==> src/design/cls_pkg.sv <==
// Shared types, request and status codes for the compacting list store.
`default_nettype none

package cls_pkg;

    // Default storage geometry.
    localparam int DEPTH_DEF      = 64;
    localparam int DATA_WIDTH_DEF = 32;

    // Entries gathered by one node of the first stage of the read tree.
    localparam int READ_GROUP = 8;

    // Fixed field widths of the request and result.
    localparam int INDEX_W     = 6;
    localparam int VALUE_W     = 32;
    localparam int SIZE_W      = 7;
    localparam int CAP_W       = 8;
    localparam int CFG_W       = 7;

    // Limits on the tracked capacity.
    localparam logic [CAP_W-1:0] CAP_MAX      = 8'd255;
    localparam logic [CFG_W-1:0] CAP_LOAD_MAX = 7'd64;

    // Request codes.
    localparam logic [1:0] REQ_APPEND = 2'd0;
    localparam logic [1:0] REQ_ERASE  = 2'd1;
    localparam logic [1:0] REQ_READ   = 2'd2;

    // Result status codes.
    localparam logic [1:0] ST_OK    = 2'd0;
    localparam logic [1:0] ST_FULL  = 2'd1;
    localparam logic [1:0] ST_RANGE = 2'd2;

    typedef struct packed {
        logic [1:0]         req_type;
        logic [INDEX_W-1:0] index;
        logic [VALUE_W-1:0] value;
    } cls_req_t;

    typedef struct packed {
        logic [VALUE_W-1:0] read_value;
        logic [SIZE_W-1:0]  list_size;
        logic [CAP_W-1:0]   list_capacity;
        logic [1:0]         status;
    } cls_resp_t;

    // Command broadcast to every storage cell.
    typedef struct packed {
        logic append;
        logic erase;
    } cls_cell_cmd_t;

endpackage : cls_pkg

`default_nettype wire

==> src/design/compacting_list_store.sv <==
// Top level of the compacting list store: control, size and capacity tracking.
`default_nettype none

// The block keeps an ordered, packed list of up to DEPTH data words in a row
// of storage cells, one cell per position. Each request appends a word at the
// tail, erases the entry at an index, or reads the entry at an index, and gives
// exactly one result with the read word (zero unless a read succeeded), the
// size and the tracked capacity after the request, and a status. An erase
// closes the gap at the request edge: every entry above the erased place
// moves down one place. The capacity doubles (saturating at 255) when an
// append finds the list at or above it, and halves (never below one) when an
// erase leaves fewer than half of it in use. An append into a full store, or
// an erase or read at an index at or beyond the size, is flagged and changes
// nothing. The request edge updates the cells and captures the first level
// of the read tree. In the work state the selection over the cell groups
// completes and fills the result register once it is empty or its result is
// being taken; no new request is accepted until then. The result register
// lets the next request be taken while an earlier result still waits for
// m_ready. Writing the configuration register loads the capacity at once (0
// loads 1, anything above 64 loads 64); it must only be written while the
// block is idle. Entries need no clearing after reset: only positions below
// the size are ever read.
module compacting_list_store
    import cls_pkg::*;
#(
    parameter int DEPTH      = DEPTH_DEF,
    parameter int DATA_WIDTH = DATA_WIDTH_DEF
) (
    input  wire logic             aclk,
    input  wire logic             aresetn,

    input  wire logic             s_valid,
    output logic                  s_ready,
    input  wire cls_req_t         s_req,

    output logic                  m_valid,
    input  wire logic             m_ready,
    output cls_resp_t             m_resp,

    input  wire logic             cfg_wr_en,
    input  wire logic [CFG_W-1:0] cfg_wr_data
);

    localparam int CNT_W = $clog2(DEPTH + 1);
    localparam int IDX_W = $clog2(DEPTH);
    localparam int CMP_W = (CNT_W + 2 > CAP_W + 1) ? CNT_W + 2 : CAP_W + 1;

    typedef enum logic {
        S_IDLE,
        S_WORK
    } state_t;

    state_t             state_reg;
    logic [CNT_W-1:0]   count_reg;
    logic [CNT_W-1:0]   count_next;
    logic [CAP_W-1:0]   cap_reg;
    logic [CAP_W-1:0]   cap_next;
    cls_resp_t          pend_reg;
    logic               pend_rd_reg;
    logic               m_valid_reg;
    cls_resp_t          m_resp_reg;

    logic               s_fire;
    logic               load_out;
    logic               full;
    logic               in_range;
    logic [1:0]         status;
    logic               rd_ok;
    logic [CMP_W-1:0]   idx_c;
    logic [CMP_W-1:0]   cnt_c;
    logic [CMP_W-1:0]   cap_c;
    logic [CMP_W-1:0]   cap_dbl;
    logic [CAP_W-1:0]   cfg_cap;

    cls_cell_cmd_t               cell_cmd;
    logic [CNT_W-1:0]            cell_index;
    logic [DATA_WIDTH-1:0]       cell_value;
    logic [DEPTH-1:0][DATA_WIDTH-1:0] cell_data;
    logic [DATA_WIDTH-1:0]       rd_data;

    assign s_ready = (state_reg == S_IDLE);
    assign s_fire  = s_valid && s_ready;

    // The result register is refilled in the work cycle once it is empty or
    // its current result is being taken.
    assign load_out = (state_reg == S_WORK) && (!m_valid_reg || m_ready);

    // Request decode: range checks and the next size and capacity.
    assign idx_c    = CMP_W'(s_req.index);
    assign cnt_c    = CMP_W'(count_reg);
    assign cap_c    = CMP_W'(cap_reg);
    assign cap_dbl  = cap_c << 1;
    assign full     = (count_reg == CNT_W'(DEPTH));
    assign in_range = (idx_c < cnt_c);

    always_comb begin
        count_next = count_reg;
        cap_next   = cap_reg;
        status     = ST_OK;
        rd_ok      = 1'b0;
        unique case (s_req.req_type)
            REQ_APPEND: begin
                if (full) begin
                    status = ST_FULL;
                end else begin
                    count_next = count_reg + CNT_W'(1);
                    if (cnt_c >= cap_c) begin
                        cap_next = (cap_dbl > CMP_W'(CAP_MAX)) ? CAP_MAX : CAP_W'(cap_dbl);
                    end
                end
            end
            REQ_ERASE: begin
                if (!in_range) begin
                    status = ST_RANGE;
                end else begin
                    count_next = count_reg - CNT_W'(1);
                    if (((cnt_c - CMP_W'(1)) << 1) < cap_c) begin
                        cap_next = (cap_reg > CAP_W'(1)) ? (cap_reg >> 1) : CAP_W'(1);
                    end
                end
            end
            REQ_READ: begin
                if (!in_range) begin
                    status = ST_RANGE;
                end else begin
                    rd_ok = 1'b1;
                end
            end
            default: begin
                status = ST_OK;
            end
        endcase
    end

    // Configuration value clamped into the legal capacity range.
    always_comb begin
        if (cfg_wr_data == '0) begin
            cfg_cap = CAP_W'(1);
        end else if (cfg_wr_data > CAP_LOAD_MAX) begin
            cfg_cap = CAP_W'(CAP_LOAD_MAX);
        end else begin
            cfg_cap = CAP_W'(cfg_wr_data);
        end
    end

    // Command broadcast to the cell row; the cells act only on a valid request.
    assign cell_cmd.append = s_fire && (s_req.req_type == REQ_APPEND) && !full;
    assign cell_cmd.erase  = s_fire && (s_req.req_type == REQ_ERASE) && in_range;
    assign cell_index      = CNT_W'(s_req.index);
    assign cell_value      = DATA_WIDTH'(s_req.value);

    // The row of storage cells. The top cell never shifts, so its neighbour
    // input is tied off.
    for (genvar i = 0; i < DEPTH; i++) begin : g_cell
        logic [DATA_WIDTH-1:0] nbr;
        if (i == DEPTH - 1) begin : g_top
            assign nbr = '0;
        end else begin : g_mid
            assign nbr = cell_data[i+1];
        end

        cls_cell #(
            .DW    (DATA_WIDTH),
            .CNT_W (CNT_W),
            .POS   (i)
        ) u_cell (
            .aclk     (aclk),
            .cmd      (cell_cmd),
            .count    (count_reg),
            .index    (cell_index),
            .value    (cell_value),
            .nbr_data (nbr),
            .data     (cell_data[i])
        );
    end

    // The read tree captures its first level from the cells as they stand
    // before the request edge updates them.
    cls_reader #(
        .DEPTH (DEPTH),
        .DW    (DATA_WIDTH),
        .IDX_W (IDX_W)
    ) u_reader (
        .aclk      (aclk),
        .capture   (s_fire),
        .sel       (IDX_W'(s_req.index)),
        .cell_data (cell_data),
        .rd_data   (rd_data)
    );

    always_ff @(posedge aclk) begin
        if (!aresetn) begin
            state_reg   <= S_IDLE;
            count_reg   <= '0;
            cap_reg     <= CAP_W'(1);
            m_valid_reg <= 1'b0;
        end else begin
            if (load_out) begin
                m_valid_reg <= 1'b1;
            end else if (m_ready) begin
                m_valid_reg <= 1'b0;
            end
            // Configuration write wins; user writes only when idle; not enforced.
            if (cfg_wr_en) begin
                cap_reg <= cfg_cap;
            end else if (s_fire) begin
                cap_reg <= cap_next;
            end
            unique case (state_reg)
                S_IDLE: begin
                    if (s_fire) begin
                        count_reg              <= count_next;
                        pend_reg.read_value    <= '0;
                        pend_reg.list_size     <= SIZE_W'(count_next);
                        pend_reg.list_capacity <= cap_next;
                        pend_reg.status        <= status;
                        pend_rd_reg            <= rd_ok;
                        state_reg              <= S_WORK;
                    end
                end
                S_WORK: begin
                    if (load_out) begin
                        m_resp_reg.read_value    <= pend_rd_reg ? VALUE_W'(rd_data)
                                                                : pend_reg.read_value;
                        m_resp_reg.list_size     <= pend_reg.list_size;
                        m_resp_reg.list_capacity <= pend_reg.list_capacity;
                        m_resp_reg.status        <= pend_reg.status;
                        state_reg                <= S_IDLE;
                    end
                end
                default: begin
                    state_reg <= S_IDLE;
                end
            endcase
        end
    end

    assign m_valid = m_valid_reg;
    assign m_resp  = m_resp_reg;

`ifndef SYNTHESIS
    a_count_bound: assert property (@(posedge aclk) disable iff (!aresetn)
        count_reg <= CNT_W'(DEPTH))
        else $error("list size beyond storage depth");

    a_cap_nonzero: assert property (@(posedge aclk) disable iff (!aresetn)
        cap_reg != '0)
        else $error("tracked capacity fell to zero");

    a_fire_work: assert property (@(posedge aclk) disable iff (!aresetn)
        s_fire |=> state_reg == S_WORK)
        else $error("accepted request did not enter the work cycle");

    a_erase_shrinks: assert property (@(posedge aclk) disable iff (!aresetn)
        cell_cmd.erase |=> count_reg == $past(count_reg) - CNT_W'(1))
        else $error("erase did not shrink the list by one");

    a_full_size: assert property (@(posedge aclk) disable iff (!aresetn)
        (m_valid && m_resp.status == ST_FULL) |-> m_resp.list_size == SIZE_W'(DEPTH))
        else $error("store full reported below depth");
`endif

endmodule : compacting_list_store

`default_nettype wire

==> src/design/cls_cell.sv <==
// One storage cell of the list: holds the entry at a fixed position.
`default_nettype none

module cls_cell
    import cls_pkg::*;
#(
    parameter int DW    = DATA_WIDTH_DEF,
    parameter int CNT_W = 7,
    parameter int POS   = 0
) (
    input  wire logic          aclk,
    input  wire cls_cell_cmd_t cmd,
    input  wire logic [CNT_W-1:0] count,
    input  wire logic [CNT_W-1:0] index,
    input  wire logic [DW-1:0] value,
    input  wire logic [DW-1:0] nbr_data,
    output logic [DW-1:0]      data
);

    logic [DW-1:0] data_reg;
    logic [DW-1:0] data_next;
    logic          take_value;
    logic          take_nbr;

    // The tail cell takes the appended word; cells from the erased place up
    // to the one below the last entry take the word of their upper neighbour.
    assign take_value = cmd.append && (count == CNT_W'(POS));
    assign take_nbr   = cmd.erase && (index <= CNT_W'(POS)) && (CNT_W'(POS + 1) < count);

    always_comb begin
        data_next = data_reg;
        if (take_nbr) begin
            data_next = nbr_data;
        end else if (take_value) begin
            data_next = value;
        end
    end

    always_ff @(posedge aclk) begin
        data_reg <= data_next;
    end

    assign data = data_reg;

endmodule : cls_cell

`default_nettype wire

==> src/design/cls_reader.sv <==
// Two-level read tree that selects one cell's word by position.
`default_nettype none

module cls_reader
    import cls_pkg::*;
#(
    parameter int DEPTH = DEPTH_DEF,
    parameter int DW    = DATA_WIDTH_DEF,
    parameter int IDX_W = 6
) (
    input  wire logic                      aclk,
    input  wire logic                      capture,
    input  wire logic [IDX_W-1:0]          sel,
    input  wire logic [DEPTH-1:0][DW-1:0]  cell_data,
    output logic [DW-1:0]                  rd_data
);

    localparam int NGRP = (DEPTH + READ_GROUP - 1) / READ_GROUP;

    logic [NGRP-1:0][DW-1:0] grp_reg;
    logic [NGRP-1:0][DW-1:0] grp_next;

    // First level: each group picks out the selected word, if it holds it.
    always_comb begin
        int p;
        for (int g = 0; g < NGRP; g++) begin
            grp_next[g] = '0;
            for (int k = 0; k < READ_GROUP; k++) begin
                p = g * READ_GROUP + k;
                if (p < DEPTH) begin
                    if (IDX_W'(p) == sel) begin
                        grp_next[g] = grp_next[g] | cell_data[IDX_W'(p)];
                    end
                end
            end
        end
    end

    always_ff @(posedge aclk) begin
        if (capture) begin
            grp_reg <= grp_next;
        end
    end

    // Second level: only one group can hold a non-zero word.
    always_comb begin
        rd_data = '0;
        for (int g = 0; g < NGRP; g++) begin
            rd_data = rd_data | grp_reg[g];
        end
    end

endmodule : cls_reader

`default_nettype wire
==> config.mk <==
export PLATFORM = sky130hd
export DESIGN_NAME = compacting_list_store
export DESIGN_NICKNAME = d
export VERILOG_FILES = /design/src/design/cls_pkg.sv /design/src/design/compacting_list_store.sv /design/src/design/cls_cell.sv /design/src/design/cls_reader.sv
export SDC_FILE = /design/constraint.sdc
export NUM_CORES = 2
export LEC_CHECK = 0
export BUFFER_PORTS_ARGS = -buffer_cell sky130_fd_sc_hd__clkbuf_2
export CORE_AREA = 10 10 489 443
export CTS_CLUSTER_SIZE = 12
export DETAILED_ROUTE_END_ITERATION = 6
export DIE_AREA = 0 0 499 453
export PLACE_DENSITY = 0.68
export SYNTH_ARGS = -nofsm -noshare
export SYNTH_HDL_FRONTEND = slang
export SYNTH_SLANG_ARGS = --single-unit
==> constraint.sdc <==
create_clock -name aclk -period 5.41 [get_ports aclk]
set_clock_uncertainty 0.1 [all_clocks]
set_input_delay 0.2705 -clock aclk [delete_from_list [all_inputs] [get_ports aclk]]
set_output_delay 0.2705 -clock aclk [all_outputs]
set_load 0.02 [all_outputs]
==> summary.md <==
| Metric | Value |
|---|---|
| Final slew viol count | 0 |
| Minimum clock period after layout | 4.339 ns |
| Setup crit start kind | flip-flop |
| TritonCTS clock tree | built |
| Hold Vio Cnt, Final | 0 |
| Sequential-to-total area share from yosys stat | 65.75% |
| Vias in the first global route | 60510 |
| Worst min-delay path class | primary input to flip-flop |
| Wire length of the first global-routing pass | 432700 um |
| Number of vias per cell after detailed routing | 6.457 |
| Number of search-and-repair iterations in the first detailed-routing pass | 7 |
| Logic gate share of total power | approximately 6.1% |
| Series of cell instances along the critical path | buf_4 > inv_1 > ha_1 > and4_1 > nor2_1 > nand2_1 > o21ai_4 > buf_4 |
| Count of max-cap constraint violations | 0 |
| Leakage power of the design | around 0.037 uW |
| Starting Density | 49.88% |
| Count of routing violations after the opening detailed-route iteration | 7868 |
| Largest delay share family, worst path | simple AND/OR/NAND/NOR gates |
| Status | finished, violations left |
| Detailed Route WL | 299600 um |
| Switching share of total power | 22.47% |
| Register clock-pin slew on the reported worst setup and hold paths | 0.06 ns |
| Async S/R FF share, synth | 0% |
| Total number of nets in the final design | approximately 6500 |
| Worst slew margin | between 10% and 20% |
| Number of flops mapped to enable cells by yosys | 2215 |
| Standard-cell rows | 158 |
| Via total after detailed routing | 59970 |
| Leading cell types in the layout, fill and taps excluded | 2215 x sky130_fd_sc_hd__edfxtp_1, 1999 x sky130_fd_sc_hd__mux2_2, 337 x sky130_fd_sc_hd__nand2_1 |
| Data arrival, critical path | between 4 and 5 ns |
| Post-route cell area | about 110000 sq um |
| Combined area of all synthesized cells | 102700 sq um |
| Synthesized instance count | 6387 |
| Critical path endpoint category | flip-flop |
| Sum of negative setup slack | 0 ns |
| Total of flip-flops plus latches after synthesis | 2264 |
| Data required time of the critical path | 5.86 ns |
| Highest cell delay on the worst timing path | 0.93 ns |
| Worst IR Drop VDD | 0.3339 mV |
| Unique masters post-synth | 89 |
| Total buffers and inverters traversed by the critical path | 3 |
| Remaining number of nets flagged by the antenna check after routing | 0 |
| Switch Pwr | 8175 uW |
| Violations in the final reports | design-rule violations |
| Count of hold buffers inserted by post-cts repair | 53 |
| CTS root buf | sky130_fd_sc_hd__clkbuf_16 |
| Post-CTS Repair Setup Buffers | 0 |
| Total overflow reported by the global router | 0 |
| CTS sink count | 2264 |
| Final HPWL from detailed placement | 180900 um |
| Core Area | 205800 sq um |
| Area of the die | 226000 sq um |
| Int Power | around 28000 uW |
| Number of warnings reported in the yosys synthesis log | 0 |
| Number of buffers added on ports | 102 |
| Power density of the placed cells | 319.3 nW/um^2 |
| Placed inst area | roughly 110000 sq um |
| Max reg flops | roughly 2000 |
| Maximum clock frequency | approximately 0.23 GHz |
| # H-tree levels | 4 |
| Combined global-route utilization of all metal layers | 25.78% |
| Unrepaired setup endpoints after global routing | no |
| Slowest library cell on the worst path | sky130_fd_sc_hd__o21ai_4 |
| Transition at the pin with the smallest max-transition slack | 1.279 ns |
| Routability cong. | 0.9617 |
| Synthesized net count | roughly 6500 |
| Remaining routing DRC violations | 5 |
| Final-layout worst hold slack | 0.03204 ns |
| Category of the critical setup timing path | flip-flop to flip-flop |
| Sequential power share | 53.8% |
| Area growth, synth to finish | 10.98% |
| Average wire length per cell after detail routing | ~32 um |
| Most frequently used flop master after synthesis | sky130_fd_sc_hd__edfxtp_1 |
| Maximum fanout along the worst path | 17 |
| Final clock period utilization by the worst path | 80.21% |
| Initial antenna violation count | 22 |
| Buffer depth of the longest clock path | 3 |
| Die height | 453 um |
| Share of final-layout standard cells stronger than drive strength 1 | approximately two fifths |
| Library cell appearing most often on the critical path | sky130_fd_sc_hd__buf_4 |
| Clock latency reported for the late side of the worst-skew pair | 0.90 ns |
| Maximum number of pins on one net before global-route repair | 65 |
| Post-Syn Area per Cell | 16.07 sq um |
| Clock share of power | 40.0% |
| Quantity of gates resized following cts | 0 |
| Final setup violation count | 0 |
| I/O pin count | 103 |
| Width of the die | 499 um |
| Clock buffer count from CTS | 224 |
| Most common cell after layout, fill and taps aside | sky130_fd_sc_hd__edfxtp_1 |
## cell families after synthesis
family	after synthesis	synth area share (%)
AO/OA/AOI/OAI	727	5.387
XOR/XNOR	4	0.03413
adder cells (fa/ha/maj)	29	0.3535
buffers and inverters	619	2.709
flip-flops	2264	65.75
multiplexers	2077	22.71
AND/OR/NAND/NOR	667	3.057
## final timing paths
check        slack [ns]  cells past startpoint                    endpoint         start
max                1.07                      8    g_cell[8].u_cell.data[1]  count_reg[0]
min reg2reg        0.32                      0                  m_resp[15]  pend_reg[15]
max reg2reg        1.07                      8    g_cell[8].u_cell.data[1]  count_reg[0]
min                0.03                      4  g_cell[63].u_cell.data[24]     s_req[24]
## Yosys cell counts (all sizes together), types with 6 or more instances
master     n  area (sq um)
o311ai     6         60.07
a222oi   103          1031
ha        29         362.9
buf      263          1444
a21oi     81         409.1
nand2b     7         43.79
a22oi    184          1381
nand3     73         395.4
nor4      40         262.8
a21boi    32         240.2
and3       6         37.54
inv       29         108.9
a211oi     7         67.57
o211ai    12         137.6
mux2    2018         22720
o21ai    130         654.4
a22o      40         350.3
nor2      83         314.1
clkbuf   323          1214
mux2i     59         590.6
a221oi    46         446.7
nand2    341          1290
o21bai    20         150.1
a211o      7         61.31
edfxtp  2215         66510
nor2b     12         75.07
nor3      18         110.1
o21a       7         52.55
or2        6         37.54
nand4     62         402.9
dfxtp     49         980.9
a31oi     10         68.81
## power by group through the flow
stage / clock (uW) / sequential, uW / combinational [uW]
5_1_grt: 15500 / 19600 / 2360
2_1_floorplan: 0 / 19900 / 1380
3_3_place_gp: 0 / 20000 / 2120
6_report: 14600 / 19600 / 2230
3_5_place_dp: 0 / 20000 / 2150
4_1_cts: 14800 / 19600 / 2200
## routing by layer
metal	vias to the layer above	wire, um	global-route usage [%]
met5	-	240	0.3152
met3	662	30690	6.675
li1	25140	-	-
met2	3261	135000	39.75
met1	30890	120200	34.76
met4	18	13460	10.71
## stage by stage
step | util (%) | instances | power, uW | setup WS, ns
after floorplan | - | 6387 | 21300 | 0.02141
after global placement | 51.83 | 8834 | 22070 | 1.146
after detailed placement | 51.83 | 8834 | 22110 | 1.026
after CTS | 55.35 | 9278 | 36570 | 1.200
after global routing | 55.35 | 9281 | 37420 | 0.9023
final | 55.36 | 9287 | 36380 | 1.071
## worst register-to-register path, stage by stage, from the launching register on
cell and delay (ns):
sky130_fd_sc_hd__dfxtp_1 0.31, sky130_fd_sc_hd__buf_4 0.22, sky130_fd_sc_hd__inv_1 0.21, sky130_fd_sc_hd__ha_1 0.33, sky130_fd_sc_hd__and4_1 0.31, sky130_fd_sc_hd__nor2_1 0.49, sky130_fd_sc_hd__nand2_1 0.61, sky130_fd_sc_hd__o21ai_4 0.93
sky130_fd_sc_hd__buf_4 0.45
## area by class of cell
cell class,instances,area [sq um]
Antenna cell,9,22.52
Clock buffer,326,6090
Clock inverter,65,620.6
Fill cell,15930,91870
Inverter,33,128.9
Multi-Input combinational cell,3504,33380
Sequential cell,2264,67490
Tap cell,2720,3403
Timing Repair Buffer,366,2783
Power figures use the tool's default switching activity.
